<file path="src/fan_on_off_hysteresis_timer_assert.svh">
// Assertion macros for the fan on/off hysteresis timer.
// Used by modules that check their own logic; expects clk and rst in scope.
`ifndef FAN_ON_OFF_HYSTERESIS_TIMER_ASSERT_SVH
`define FAN_ON_OFF_HYSTERESIS_TIMER_ASSERT_SVH

// same-cycle implication
`define FOHHT_ASSERT_NOW(label, ante, cons, msg) \
  label: assert property (@(posedge clk) disable iff (rst) (ante) |-> (cons)) \
    else $error(msg);

// next-cycle implication
`define FOHHT_ASSERT_NEXT(label, ante, cons, msg) \
  label: assert property (@(posedge clk) disable iff (rst) (ante) |=> (cons)) \
    else $error(msg);

`endif

</file>
<file path="src/fohht_pkg.sv">
// Package for the fan on/off hysteresis timer: payload, config and result types,
// register indexes and reset values. No dependencies.
package fohht_pkg;

  localparam int unsigned DUTY_W = 10;
  localparam int unsigned TIME_W = 32;
  localparam int unsigned DLY_W  = 24;
  localparam int unsigned IDX_W  = 2;

  typedef enum logic [IDX_W-1:0] {
    REG_DUTY_THRESHOLD  = 2'd0,
    REG_TURN_OFF_DELAY  = 2'd1,
    REG_MIN_OFF_TIME    = 2'd2,
    REG_MIN_DEMAND_TIME = 2'd3
  } reg_idx_t;

  localparam logic [DUTY_W-1:0] RST_DUTY_THRESHOLD  = 10'd500;
  localparam logic [DLY_W-1:0]  RST_TURN_OFF_DELAY  = 24'd5000;
  localparam logic [DLY_W-1:0]  RST_MIN_OFF_TIME    = 24'd5000;
  localparam logic [DLY_W-1:0]  RST_MIN_DEMAND_TIME = 24'd2000;

  typedef struct packed {
    logic [DUTY_W-1:0] duty_threshold;
    logic [DLY_W-1:0]  turn_off_delay;
    logic [DLY_W-1:0]  min_off_time;
    logic [DLY_W-1:0]  min_demand_time;
  } cfg_t;

  typedef struct packed {
    logic [TIME_W-1:0] now_ms;
    logic [DUTY_W-1:0] first_duty;
    logic [DUTY_W-1:0] second_duty;
  } upd_t;

  typedef struct packed {
    logic fan_on;
    logic cooling_needed;
  } result_t;

endpackage

</file>
<file path="src/fohht_ifs.sv">
// Valid/ready channel interfaces for updates and results.
// Depends on fohht_pkg for field widths.
interface fohht_upd_if;
  import fohht_pkg::*;
  logic              valid;
  logic              ready;
  logic [TIME_W-1:0] now_ms;
  logic [DUTY_W-1:0] first_duty;
  logic [DUTY_W-1:0] second_duty;

  modport source (output valid, now_ms, first_duty, second_duty, input ready);
  modport sink   (input valid, now_ms, first_duty, second_duty, output ready);
endinterface

interface fohht_res_if;
  logic valid;
  logic ready;
  logic fan_on;
  logic cooling_needed;

  modport source (output valid, fan_on, cooling_needed, input ready);
  modport sink   (input valid, fan_on, cooling_needed, output ready);
endinterface

</file>
<file path="src/fohht_cfg_regs.sv">
// Configuration register bank of the fan hysteresis timer.
// Depends on fohht_pkg.
module fohht_cfg_regs (
  input  logic                       clk,
  input  logic                       rst,
  input  logic                       cfg_we,
  input  logic [fohht_pkg::IDX_W-1:0] cfg_index,
  input  logic [fohht_pkg::DLY_W-1:0] cfg_data,
  output fohht_pkg::cfg_t            cfg
);
  import fohht_pkg::*;

  always_ff @(posedge clk) begin
    if (rst) begin
      cfg.duty_threshold  <= RST_DUTY_THRESHOLD;
      cfg.turn_off_delay  <= RST_TURN_OFF_DELAY;
      cfg.min_off_time    <= RST_MIN_OFF_TIME;
      cfg.min_demand_time <= RST_MIN_DEMAND_TIME;
    end else if (cfg_we) begin
      unique case (reg_idx_t'(cfg_index))
        REG_DUTY_THRESHOLD:  cfg.duty_threshold  <= cfg_data[DUTY_W-1:0];
        REG_TURN_OFF_DELAY:  cfg.turn_off_delay  <= cfg_data;
        REG_MIN_OFF_TIME:    cfg.min_off_time    <= cfg_data;
        REG_MIN_DEMAND_TIME: cfg.min_demand_time <= cfg_data;
      endcase
    end
  end

endmodule

</file>
<file path="src/fohht_ctrl.sv">
// Fan decision logic and timer state: demand detection, stop and start timers.
// Depends on fohht_pkg and fan_on_off_hysteresis_timer_assert.svh.
`include "fan_on_off_hysteresis_timer_assert.svh"

module fohht_ctrl (
  input  logic                clk,
  input  logic                rst,
  input  fohht_pkg::cfg_t     cfg,
  input  logic                step,
  input  fohht_pkg::upd_t     upd,
  output fohht_pkg::result_t  res
);
  import fohht_pkg::*;

  logic              running;
  logic              demand;
  logic [TIME_W-1:0] demand_start_time;
  logic [TIME_W-1:0] last_over_time;
  logic [TIME_W-1:0] stopped_time;

  logic              need;
  logic              stop;
  logic              start;
  logic              running_next;
  logic [TIME_W-1:0] demand_start_time_next;
  logic [TIME_W-1:0] last_over_time_next;
  logic [TIME_W-1:0] stopped_time_next;
  logic [TIME_W-1:0] since_over;
  logic [TIME_W-1:0] since_stop;
  logic [TIME_W-1:0] since_demand;

  always_comb begin
    need = (upd.first_duty > cfg.duty_threshold) || (upd.second_duty > cfg.duty_threshold);
    demand_start_time_next = (need && !demand) ? upd.now_ms : demand_start_time;
    last_over_time_next    = need ? upd.now_ms : last_over_time;

    since_over = upd.now_ms - last_over_time_next;
    stop = running && !need && (upd.first_duty == '0) && (upd.second_duty == '0)
        && (since_over > {{(TIME_W-DLY_W){1'b0}}, cfg.turn_off_delay});
    stopped_time_next = stop ? upd.now_ms : stopped_time;

    since_stop   = upd.now_ms - stopped_time_next;
    since_demand = upd.now_ms - demand_start_time_next;
    start = !(running && !stop) && need
        && (since_stop > {{(TIME_W-DLY_W){1'b0}}, cfg.min_off_time})
        && (since_demand > {{(TIME_W-DLY_W){1'b0}}, cfg.min_demand_time});

    running_next = (running && !stop) || start;

    res.fan_on         = running_next;
    res.cooling_needed = need;
  end

  always_ff @(posedge clk) begin
    if (rst) begin
      running           <= 1'b0;
      demand            <= 1'b0;
      demand_start_time <= '0;
      last_over_time    <= '0;
      stopped_time      <= '0;
    end else if (step) begin
      running           <= running_next;
      demand            <= need;
      demand_start_time <= demand_start_time_next;
      last_over_time    <= last_over_time_next;
      stopped_time      <= stopped_time_next;
    end
  end

  `FOHHT_ASSERT_NOW(a_no_start_stop, step, !(start && stop), "start and stop in one update")
  `FOHHT_ASSERT_NEXT(a_stop_stamp, step && stop, !running && stopped_time == $past(upd.now_ms),
    "stop did not record time")
  `FOHHT_ASSERT_NEXT(a_demand_stamp, step && need && !demand,
    demand && demand_start_time == $past(upd.now_ms), "demand rise not recorded")
  `FOHHT_ASSERT_NEXT(a_hold, !step, $stable(running) && $stable(stopped_time),
    "state changed without an update")

endmodule

</file>
<file path="src/fan_on_off_hysteresis_timer.sv">
// Fan on/off controller with hysteresis timers: top level.
// Depends on fohht_pkg, fohht_ifs, fohht_cfg_regs and fohht_ctrl.
//
// Usage:
//   upd carries one control update per beat (now_ms, first_duty, second_duty);
//   res returns exactly one beat per update (fan_on, cooling_needed), in order.
//   Configuration is written through cfg_we/cfg_index/cfg_data, index 0..3 =
//   duty threshold, turn-off delay, minimum off time, minimum demand time;
//   write only while no update is in flight.
// Timing:
//   An accepted update is captured in the input register; the decision is
//   made there and lands in the result register, from which res presents
//   it. One update per cycle is sustained while res.ready stays high: the
//   timer state is updated in the same cycle the result is registered.
// Reset (rst, synchronous): fan off, no demand, all timestamps zero, registers
//   back to 500 / 5000 / 5000 / 2000.
// Stall: while res is held, the result register keeps its beat and the input
//   register can still take one more update before upd.ready drops.
module fan_on_off_hysteresis_timer (
  input  logic                        clk,
  input  logic                        rst,
  fohht_upd_if.sink                   upd,
  fohht_res_if.source                 res,
  input  logic                        cfg_we,
  input  logic [fohht_pkg::IDX_W-1:0] cfg_index,
  input  logic [fohht_pkg::DLY_W-1:0] cfg_data
);
  import fohht_pkg::*;

  cfg_t    cfg;
  upd_t    s1;
  logic    s1_valid;
  result_t out;
  logic    out_valid;
  result_t res_next;
  logic    advance;
  logic    step;
  logic    take;

  fohht_cfg_regs u_cfg (
    .clk       (clk),
    .rst       (rst),
    .cfg_we    (cfg_we),
    .cfg_index (cfg_index),
    .cfg_data  (cfg_data),
    .cfg       (cfg)
  );

  fohht_ctrl u_ctrl (
    .clk  (clk),
    .rst  (rst),
    .cfg  (cfg),
    .step (step),
    .upd  (s1),
    .res  (res_next)
  );

  assign advance   = !out_valid || res.ready;
  assign step      = s1_valid && advance;
  assign upd.ready = !s1_valid || advance;
  assign take      = upd.valid && upd.ready;

  always_ff @(posedge clk) begin
    if (rst) begin
      s1_valid <= 1'b0;
    end else begin
      s1_valid <= take || (s1_valid && !advance);
    end
  end

  always_ff @(posedge clk) begin
    if (take) begin
      s1.now_ms      <= upd.now_ms;
      s1.first_duty  <= upd.first_duty;
      s1.second_duty <= upd.second_duty;
    end
  end

  always_ff @(posedge clk) begin
    if (rst) begin
      out_valid <= 1'b0;
    end else begin
      out_valid <= step || (out_valid && !res.ready);
    end
  end

  always_ff @(posedge clk) begin
    if (step) begin
      out <= res_next;
    end
  end

  assign res.valid          = out_valid;
  assign res.fan_on         = out.fan_on;
  assign res.cooling_needed = out.cooling_needed;

endmodule
</file>
<file path="src/flat_wrapper.sv">
// flat-port wrapper written by rule: the top's interface ports become plain ports
module fan_on_off_hysteresis_timer_flat import fohht_pkg::*;
  (clk, rst, cfg_we, cfg_index, cfg_data, upd_valid, upd_now_ms, upd_first_duty, upd_second_duty, upd_ready, res_valid, res_fan_on, res_cooling_needed, res_ready);
  fohht_upd_if upd_i ();
  fohht_res_if res_i ();
  input  logic clk;
  input  logic rst;
  input  logic cfg_we;
  input  logic [fohht_pkg::IDX_W-1:0] cfg_index;
  input  logic [fohht_pkg::DLY_W-1:0] cfg_data;
  input wire logic [$bits(upd_i.valid)-1:0] upd_valid;
  input wire logic [$bits(upd_i.now_ms)-1:0] upd_now_ms;
  input wire logic [$bits(upd_i.first_duty)-1:0] upd_first_duty;
  input wire logic [$bits(upd_i.second_duty)-1:0] upd_second_duty;
  output wire logic [$bits(upd_i.ready)-1:0] upd_ready;
  output wire logic [$bits(res_i.valid)-1:0] res_valid;
  output wire logic [$bits(res_i.fan_on)-1:0] res_fan_on;
  output wire logic [$bits(res_i.cooling_needed)-1:0] res_cooling_needed;
  input wire logic [$bits(res_i.ready)-1:0] res_ready;
  assign upd_i.valid = upd_valid;
  assign upd_i.now_ms = upd_now_ms;
  assign upd_i.first_duty = upd_first_duty;
  assign upd_i.second_duty = upd_second_duty;
  assign upd_ready = upd_i.ready;
  assign res_valid = res_i.valid;
  assign res_fan_on = res_i.fan_on;
  assign res_cooling_needed = res_i.cooling_needed;
  assign res_i.ready = res_ready;
  fan_on_off_hysteresis_timer u_core (.clk(clk), .rst(rst), .upd(upd_i), .res(res_i), .cfg_we(cfg_we), .cfg_index(cfg_index), .cfg_data(cfg_data));
endmodule
</file>
<file path="config.mk">
export PLATFORM = sky130hd
export DESIGN_NAME = fan_on_off_hysteresis_timer_flat
export DESIGN_NICKNAME = d
export VERILOG_FILES = /design/src/fohht_pkg.sv /design/src/fohht_ifs.sv /design/src/fohht_cfg_regs.sv /design/src/fohht_ctrl.sv /design/src/fan_on_off_hysteresis_timer.sv /design/src/flat_wrapper.sv
export VERILOG_INCLUDE_DIRS = /design/src /design/src/src
export SDC_FILE = /design/constraint.sdc
export NUM_CORES = 1
export LEC_CHECK = 0
export BUFFER_PORTS_ARGS = -buffer_cell sky130_fd_sc_hd__buf_2
export CORE_AREA = 2 2 251 129
export CTS_CLUSTER_DIAMETER = 50
export DETAILED_ROUTE_END_ITERATION = 8
export DIE_AREA = 0 0 253 131
export PLACE_DENSITY_LB_ADDON = 0.25
export SYNTH_ARGS = -nofsm -noshare
export SYNTH_HDL_FRONTEND = slang
export SYNTH_HIERARCHICAL = 1
export SYNTH_SLANG_ARGS = --single-unit
</file>
<file path="constraint.sdc">
create_clock -name clk -period 11.3 [get_ports clk]
set_input_delay 0.565 -clock clk [delete_from_list [all_inputs] [get_ports clk]]
set_output_delay 0.565 -clock clk [all_outputs]
set_load 0.02 [all_outputs]
</file>
==> results of run 1 <==
[layer usage]
layer | part of all wire, % | wire length, microns | vias to the layer above | global-route usage [%]
li1 | - | - | 7083 | -
met1 | 53 | 27200 | 6955 | 51.5
met2 | 35 | 18000 | 646 | 38.0
met3 | 10 | 5150 | 66 | 7.07
met4 | 1.6 | 805 | 0 | 5.19
met5 | 0 | 0 | - | 0
[through the flow]
step	setup TNS [ns]	power [mW]	util, %	setup slack [ns]	std cells
3_5_place_dp	0	1.75	56.7	0.0557	2386
3_3_place_gp	0	1.73	56.7	0.355	2386
6_report	0	2.72	60.4	0.455	2437
2_1_floorplan	0	1.53	-	1.01	1957
4_1_cts	0	2.69	59.7	0.0163	2434
5_1_grt	-0.0309	2.86	60.4	-0.0309	2437
[cell type report]
cell class / count / area [sq um]
fill: 2722 / 12300
timing repair buffer: 114 / 671
tap: 408 / 510
sequential: 236 / 5270
clock inverter: 11 / 163
inverter: 116 / 435
multi-input combinational: 1515 / 10900
clock buffer: 37 / 776
[cell usage in the layout, fill, tap and decap left out, types with 13 or more instances in the layout]
| master | n |
|---|---|
| nand2_1 | 211 |
| a21oi_1 | 196 |
| dfxtp_1 | 182 |
| ha_1 | 178 |
| mux2i_1 | 175 |
| nor2_1 | 127 |
| inv_1 | 116 |
| nand2b_1 | 97 |
| buf_2 | 85 |
| o21ai_0 | 67 |
| edfxtp_1 | 54 |
| a21o_1 | 53 |
| xnor2_1 | 49 |
| a211oi_1 | 42 |
| nand4_1 | 30 |
| clkbuf_16 | 29 |
| nand3_1 | 26 |
| buf_4 | 24 |
| xor2_1 | 24 |
| o21a_1 | 22 |
| o211ai_1 | 20 |
| nor3_1 | 18 |
| nor2b_1 | 14 |
| o21bai_1 | 13 |
[flip-flops by register name (all words and copies together), names as in the netlist]
name,cells
u_core/res.cooling_needed,1
u_core/res.fan_on,1
u_core/res.valid,1
u_core/s1,52
u_core/s1_valid,1
u_core/u_cfg/cfg,82
u_core/u_ctrl/demand,1
u_core/u_ctrl/demand_start_time,32
u_core/u_ctrl/last_over_time,32
u_core/u_ctrl/running,1
u_core/u_ctrl/stopped_time,32
[repair_timing]
item | CTS | global route
setup buffers | 0 | 3
gates resized for setup | 0 | 47
endpoints found under the setup margin | 0 | 2
[logic make-up after synthesis]
group	synth area share [%]
adder cells (fa/ha/maj)	14.2
XOR/XNOR	3.89
flip-flops	31.2
multiplexers	10.7
AO/OA/AOI/OAI	18.3
buffers and inverters	5.27
AND/OR/NAND/NOR	16.5
[power breakdown]
part / total [mW] / switching, mW / internal [mW]
clock network: 0.940 / 0.384 / 0.555
logic: 0.834 / 0.490 / 0.344
registers: 0.949 / 0.0472 / 0.902
[cells in the mapped netlist (all sizes together), types with 8 or more instances]
| library cell | instances |
|---|---|
| a211oi | 48 |
| a21boi | 8 |
| a21o | 53 |
| a21oi | 200 |
| and2 | 10 |
| buf | 32 |
| clkbuf | 58 |
| dfxtp | 182 |
| edfxtp | 54 |
| ha | 187 |
| inv | 116 |
| mux2i | 177 |
| nand2 | 212 |
| nand2b | 97 |
| nand3 | 26 |
| nand4 | 30 |
| nor2 | 127 |
| nor2b | 16 |
| nor3 | 18 |
| o211ai | 20 |
| o21a | 22 |
| o21ai | 74 |
| o21bai | 13 |
| o221ai | 8 |
| xnor2 | 50 |
| xor2 | 25 |
[final timing paths]
kind	start	endpoint	depth (start not counted)
worst max-delay path	u_core/u_cfg/cfg[75]	u_core/res.fan_on	49
worst min register to register	u_core/u_ctrl/stopped_time[5]	u_core/u_ctrl/stopped_time[5]	2
worst max register to register	u_core/u_cfg/cfg[75]	u_core/res.fan_on	49
worst min-delay path	upd_now_ms[11]	u_core/s1[31]	1
==> results.cfg, run 1 <==
[detailed_routing]
drt-pass1-iter-count = 5
remaining_drc_errors = 0
wire_per_inst_microns = 21.0
via_per_inst = 6.05
wl_microns = 51100
initialDrtViolationCount = 1642
drtAntennaViolNets = 0
vias = 14800

[cts]
cts.sinks = 236
cts_buffers = 26
htree_levels = 1
cts_tree = yes
clkTransAtPathRegs_ns = 0.08
clk_latency_ns = 0.57
cts_root_buffer = clkbuf_16
clock_path_buffers = 3
holdBufCountCts = 0

[critical_path]
critPathLaunchType = flip-flop
crit_top_cell = a21oi_1
cp-end-kind = flip-flop
cpLargestDelayFamily = compound AO/OA/AOI/OAI gates
worstPathMaxFanout = 12
cp_slowest_cell = a2111o_1
cp_num_buf_inv = 4
arrival_ns = 11.16
critical_path_class = flip-flop to flip-flop
r2r_setup_slack_ns = 0.46
cp.required_ns = 11.61
max_stage_delay_ns = 0.40

[logic_synthesis]
ys_seq_area_share_pct = 31.2
avgSynthCellArea_sq_um = 8.63
syn_inst = 1957
synth_cell_type_count = 80
synthesis.area_sq_um = 16900
synth_ff_type = dfxtp_1
synth-warning-count = 6
synth-edff-count = 54
async_reset_ff_share_pct = 0
yosysTopAreaCell = dfxtp_1
netlist.area_leader.share_pct = 21.6
synth_nets = 2230
synthTopCellsByArea = dfxtp_1 (22%), ha_1 (14%), mux2i_1 (10%), edfxtp_1 (9.6%), a21oi_1 (5.9%)
ys_ff_latch = 236

[timing]
maxSlewViolCount = 0
fin_crit_sh_pct = 96.0
slew_headroom_pct = 33.6
finalSetupViolCount = 0
finalHoldViolCount = 0
fin_worst_skew_ns = 0.0294
whs_ns = 0.165
worstMarginPinSlew_ns = 0.996
max_freq_mhz = 92.2
period_needed_ns = 10.84

[global_route]
grt_pass1_vias = 13400
grt_max_degree = 120
grt_util_all_layers_pct = 30.7
grt_pass1_wl_microns = 77800
antenna_found_initial = 0
overflow = 0

[layout]
postLayoutCellArea_sq_um = 18800
finalNetCount = 2282
syn_to_final_growth_pct = 11.1
drive_gt1_share_pct = 10.5
antenna_cells = 0

[placed_design]
port_buffers = 86
place_hpwl_microns = 39300
place.gp.congestion = 0.973
placed_area_sq_um = 17600

[outcome]
outcome = finished, final reports clean

[die]
pin_count = 87
core_area_sq_um = 31100
initial_core_util_pct = 54.4
die-height_microns = 131
placementRows = 46
die_area_sq_um = 33100
die_w_microns = 253

[job]
cap_violations = 0

[power]
power_leakage_nw = 7.92
peakVddDrop_uv = 113
p_per_area_nw_per_um2 = 145

[worst_hold_path]
min_path_type = primary input to flip-flop
Power figures use the tool's default switching activity.
==> run 2: changes to the inputs <==
--- a/config.mk
+++ b/config.mk
@@ -11,7 +11,7 @@
 export CTS_CLUSTER_DIAMETER = 50
 export DETAILED_ROUTE_END_ITERATION = 8
 export DIE_AREA = 0 0 253 131
-export PLACE_DENSITY_LB_ADDON = 0.25
+export PLACE_DENSITY = 0.84
 export SYNTH_ARGS = -nofsm -noshare
 export SYNTH_HDL_FRONTEND = slang
 export SYNTH_HIERARCHICAL = 1
==> constraint.sdc (replaced) <==
create_clock -name clk -period 9.1 [get_ports clk]
set_input_delay 0.455 -clock clk [delete_from_list [all_inputs] [get_ports clk]]
set_output_delay 0.455 -clock clk [all_outputs]
set_load 0.02 [all_outputs]
==> results.cfg, run 2 (synthesis results as in run 1) <==
[die]
placementRows = 46
core_area_sq_um = 31100
initial_core_util_pct = 54.4
die-height_microns = 131
die_w_microns = 253
die_area_sq_um = 33100
pin_count = 87

[outcome]
violations = negative setup slack
outcome = complete, but fails checks

[cts]
holdBufCountCts = 0
cts.sinks = 236
clk_latency_ns = 0.57
cts_root_buffer = clkbuf_16
cts_tree = yes
cts_buffers = 25
clock_path_buffers = 3
htree_levels = 1
clkTransAtPathRegs_ns = 0.07

[critical_path]
cp_slowest_cell = edfxtp_1
cp.required_ns = 9.40
arrival_ns = 10.75
critPathLaunchType = flip-flop
worstPathMaxFanout = 7
max_stage_delay_ns = 0.41
critical_path_class = flip-flop to flip-flop
cp-end-kind = flip-flop

[detailed_routing]
wire_per_inst_microns = 22.6
drtAntennaViolNets = 0
initialDrtViolationCount = 2274
wl_microns = 60600
remaining_drc_errors = 0
vias = 16500
drt-pass1-iter-count = 7
via_per_inst = 6.17

[layout]
largest_reg_flops = 82
antenna_cells = 0
final_cells = 2679
top_regs = u_core/u_cfg/cfg (82), u_core/s1 (52)
syn_to_final_growth_pct = 23.1
finalNetCount = 2525
multi_input_area_sq_um = 11100
finalCoreUtilization_pct = 66.9
layout_commonest_cell = buf_4
postLayoutCellArea_sq_um = 20800
top_register = u_core/u_cfg/cfg
nFillCells = 2473
drive_gt1_share_pct = 21.5
seqCellArea_sq_um = 5270
mostFrequentLayoutCells = buf_4 (262), nand2_1 (211), a21oi_1 (183)

[power]
pwr-share-comb_pct = 36.6
peakVddDrop_uv = 143
swShare_pct = 36.1
pwr-share-seq_pct = 32.4
power_leakage_nw = 9.12
finalPower_mw = 3.60
p_per_area_nw_per_um2 = 173
power.share.clock_pct = 31.1
p_int_mw = 2.30
p_sw_mw = 1.30

[timing]
setup-tns-final_ns = -2.56
period_needed_ns = 10.45
finalHoldViolCount = 0
fin_crit_sh_pct = 115
whs_ns = 0.0563
finalSetupViolCount = 2
fin_worst_skew_ns = 0.0170
slew_headroom_pct = 38.7
fin_ws_ns = -1.35
max_freq_mhz = 95.7
maxSlewViolCount = 0
rsz0062_at_grt = yes
worstMarginPinSlew_ns = 0.920

[global_route]
antenna_found_initial = 0
grt_max_degree = 130
grt_pass1_wl_microns = 89700
grt_util_all_layers_pct = 35.8
overflow = 0
grt_pass1_vias = 15000

[worst_hold_path]
min_path_type = primary input to flip-flop

[placed_design]
dp.cells = 2605
port_buffers = 86
place_hpwl_microns = 46600
placed_area_sq_um = 19300
place.gp.congestion = 1.13
place_ws_ns = -1.58

[job]
cap_violations = 0
==> run 2: cell count changes in the layout (fill, tap and decap cells not counted), moves of 4 or more <==
cell / previous run / this run
buf_4: 24 / 262
ha_2: 8 / 4
clkbuf_16: 29 / 25
o21ai_1: 5 / 9
a21oi_1: 196 / 183
a21oi_2: 4 / 15
o21ai_0: 67 / 61
clkbuf_1: 6 / 2
==> run 2: path summary, 6_finish.rpt <==
path         cells after the start                          endpoint  slack (ns)                             start
min                              1                      u_core/s1[7]        0.06                upd_second_duty[7]
max reg2reg                     50                 u_core/res.fan_on       -1.35                      u_core/s1[3]
max                             50                 u_core/res.fan_on       -1.35                      u_core/s1[3]
min reg2reg                      2  u_core/u_ctrl/last_over_time[24]        0.46  u_core/u_ctrl/last_over_time[24]
==> run 2: metal layers <==
layer	global-route usage, %	routed length (microns)	vias to the layer above
met2	44.7	21600	1012
met3	16.8	10500	97
li1	-	-	7573
met1	54.6	27500	7844
met5	0	0	-
met4	5.71	923	0
==> run 2: layout make-up <==
class,instances,area share (%)
Clock buffer,28,3.11
Inverter,116,2.09
Multi-Input combinational cell,1515,53.6
Tap cell,408,2.46
Timing Repair Buffer,358,12.4
Sequential cell,236,25.3
Clock inverter,18,1.08
==> run 2: timing repair <==
item,CTS,global route
resized for setup,52,30
setup buffers,13,14
pin swaps,33,28
endpoints found under the setup margin,2,2
gates cloned,1,0
==> run 2: worst max-delay path, delay by kind of cell, from the launching register on <==
family,cells,cell delay (ns)
AO/OA/AOI/OAI,29,5.43
adder cells (fa/ha/maj),5,1.65
buffers and inverters,7,1.05
AND/OR/NAND/NOR,5,0.98
flip-flops,1,0.41
multiplexers,2,0.40
XOR/XNOR,2,0.26
==> run 2: power groups by stage <==
stage               logic [mW]  clock network (mW)  registers, mW
floorplan                0.737                   0           1.17
global placement          1.13                   0           1.18
detailed placement        1.17                   0           1.18
CTS                       1.22                1.13           1.16
global route              1.40                1.17           1.17
finish                    1.32                1.12           1.17
==> run 3: changes to the inputs <==
--- a/config.mk
+++ b/config.mk
@@ -11,7 +11,7 @@
 export CTS_CLUSTER_DIAMETER = 50
 export DETAILED_ROUTE_END_ITERATION = 8
 export DIE_AREA = 0 0 253 131
-export PLACE_DENSITY = 0.84
+export PLACE_DENSITY = 0.81
 export SYNTH_ARGS = -nofsm -noshare
 export SYNTH_HDL_FRONTEND = slang
 export SYNTH_HIERARCHICAL = 1
==> results.cfg, run 3 (synthesis results as in run 1) <==
[outcome]
outcome = complete, but fails checks
violations = negative setup slack

[layout]
finalNetCount = 2506
mostFrequentLayoutCells = buf_4 (243), nand2_1 (210), dfxtp_1 (181)
layout_commonest_cell = buf_4
top_register = u_core/u_cfg/cfg
largest_reg_flops = 82
syn_to_final_growth_pct = 23.5
postLayoutCellArea_sq_um = 20900
multi_input_area_sq_um = 11300
top_regs = u_core/u_cfg/cfg (82), u_core/s1 (52)
antenna_cells = 0
drive_gt1_share_pct = 21.7
seqCellArea_sq_um = 5270
nFillCells = 2424

[power]
p_int_mw = 2.38
swShare_pct = 35.1
peakVddDrop_uv = 153
pwr-share-seq_pct = 31.7
pwr-share-comb_pct = 36.1
p_sw_mw = 1.29
power.share.clock_pct = 32.1
power_leakage_nw = 9.11
p_per_area_nw_per_um2 = 176

[die]
die_w_microns = 253
pin_count = 87
initial_core_util_pct = 54.4
die_area_sq_um = 33100
die-height_microns = 131
core_area_sq_um = 31100
placementRows = 46

[detailed_routing]
drt-pass1-iter-count = 7
via_per_inst = 6.13
vias = 16300
remaining_drc_errors = 0
wire_per_inst_microns = 22.0
initialDrtViolationCount = 2162
wl_microns = 58600
drtAntennaViolNets = 0

[critical_path]
r2r_setup_slack_ns = -1.28
r2r-start = u_core/s1[19]
cp.required_ns = 9.39
rr_worst_depth = 50
worstPathMaxFanout = 8
critical_path_class = flip-flop to flip-flop
critPathLaunchType = flip-flop
cp_slowest_cell = a211oi_4
cp-end-kind = flip-flop
arrival_ns = 10.67
max_stage_delay_ns = 0.47
r2r_end = u_core/res.fan_on

[cts]
htree_levels = 1
cts_tree = yes
clock_path_buffers = 3
clk_latency_ns = 0.56
cts_root_buffer = clkbuf_16
clkTransAtPathRegs_ns = 0.07
cts_buffers = 26
cts.sinks = 236

[global_route]
grt_pass1_wl_microns = 86700
grt_util_all_layers_pct = 34.5
use_met1_pct = 50.6
busiest_layer = met1
grt_max_degree = 118
grt_pass1_vias = 15000
overflow = 0
use_met3_pct = 16.6
antenna_found_initial = 0
grt_use_met2_pct = 44.7

[placed_design]
port_buffers = 86
placed_area_sq_um = 19200
place_hpwl_microns = 44600
place.gp.congestion = 1.01

[timing]
maxSlewViolCount = 0
finalHoldViolCount = 0
setup-tns-final_ns = -2.46
fin_crit_sh_pct = 114
period_needed_ns = 10.38
max_freq_mhz = 96.3
rsz0062_at_grt = yes
fin_worst_skew_ns = 0.0151
finalSetupViolCount = 2
slew_headroom_pct = 7.04
worstMarginPinSlew_ns = 1.39
fin_ws_ns = -1.28

[worst_hold_path]
min_path_type = primary input to flip-flop
min_from = upd_second_duty[0]
hold-path-cell-count = 1
hold_end = u_core/s1[0]

[job]
cap_violations = 0
## run 3: layout make-up
type                       instances  area share (%)
sequential                       236            25.2
timing repair buffer             338            11.6
tap                              408            2.45
clock buffer                      31            3.46
multi-input combinational       1515            54.0
clock inverter                    17            1.13
inverter                         116            2.09
## run 3: what timing repair did
item | CTS | global route
cloned | 1 | 0
gates resized for setup | 68 | 35
buffers inserted | 20 | 6
endpoints found under the hold margin | 0 | 0
endpoints found under the setup margin | 2 | 2
hold buffers | 0 | 0
pin swaps | 60 | 40
## run 3: per-layer routing
| metal | wire [microns] | share of wire [%] | vias up |
|---|---|---|---|
| met5 | 0 | 0 | - |
| met4 | 1180 | 2.0 | 0 |
| met2 | 21300 | 36 | 950 |
| li1 | - | - | 7540 |
| met1 | 27000 | 46 | 7729 |
| met3 | 9170 | 16 | 97 |
## run 3: critical path, delay by kind of cell, from the launching register on
kind	cells	cell delay [ns]
multiplexers	2	0.37
AO/OA/AOI/OAI	28	5.38
AND/OR/NAND/NOR	5	0.94
adder cells (fa/ha/maj)	5	1.46
flip-flops	1	0.43
buffers and inverters	8	1.18
XOR/XNOR	2	0.33
## run 3: through the flow
stage	utilization [%]	std cells	total power [mW]	worst slack, ns	hold WS [ns]
final	67.1	2661	3.67	-1.28	0.0691
after global placement	61.8	2590	2.32	-0.945	0.437
after global routing	67.1	2661	3.81	-1.47	0.0595
after floorplan	-	1957	1.91	-0.290	0.429
after CTS	66.5	2658	3.59	-0.935	0.0591
after detailed placement	61.8	2590	2.37	-1.46	0.443
## run 3: how the worst max path moves through the flow
stage,endpoint,cells after the start,slack [ns],from
2_1_floorplan,u_core/res.fan_on,52,-0.29,u_core/s1[3]
3_3_place_gp,u_core/res.fan_on,51,-0.95,u_core/s1[3]
3_5_place_dp,u_core/res.fan_on,50,-1.46,u_core/u_cfg/cfg[79]
4_1_cts,u_core/res.fan_on,52,-0.94,u_core/s1[3]
5_1_grt,u_core/res.fan_on,51,-1.47,u_core/s1[17]
6_report,u_core/res.fan_on,50,-1.28,u_core/s1[19]
## run 3: power groups by stage
stage	Clock, mW	Combinational, mW	Sequential (mW)
6_report	1.18	1.33	1.16
5_1_grt	1.23	1.41	1.17
4_1_cts	1.19	1.24	1.16
3_5_place_dp	0	1.18	1.18
3_3_place_gp	0	1.14	1.18
2_1_floorplan	0	0.737	1.17
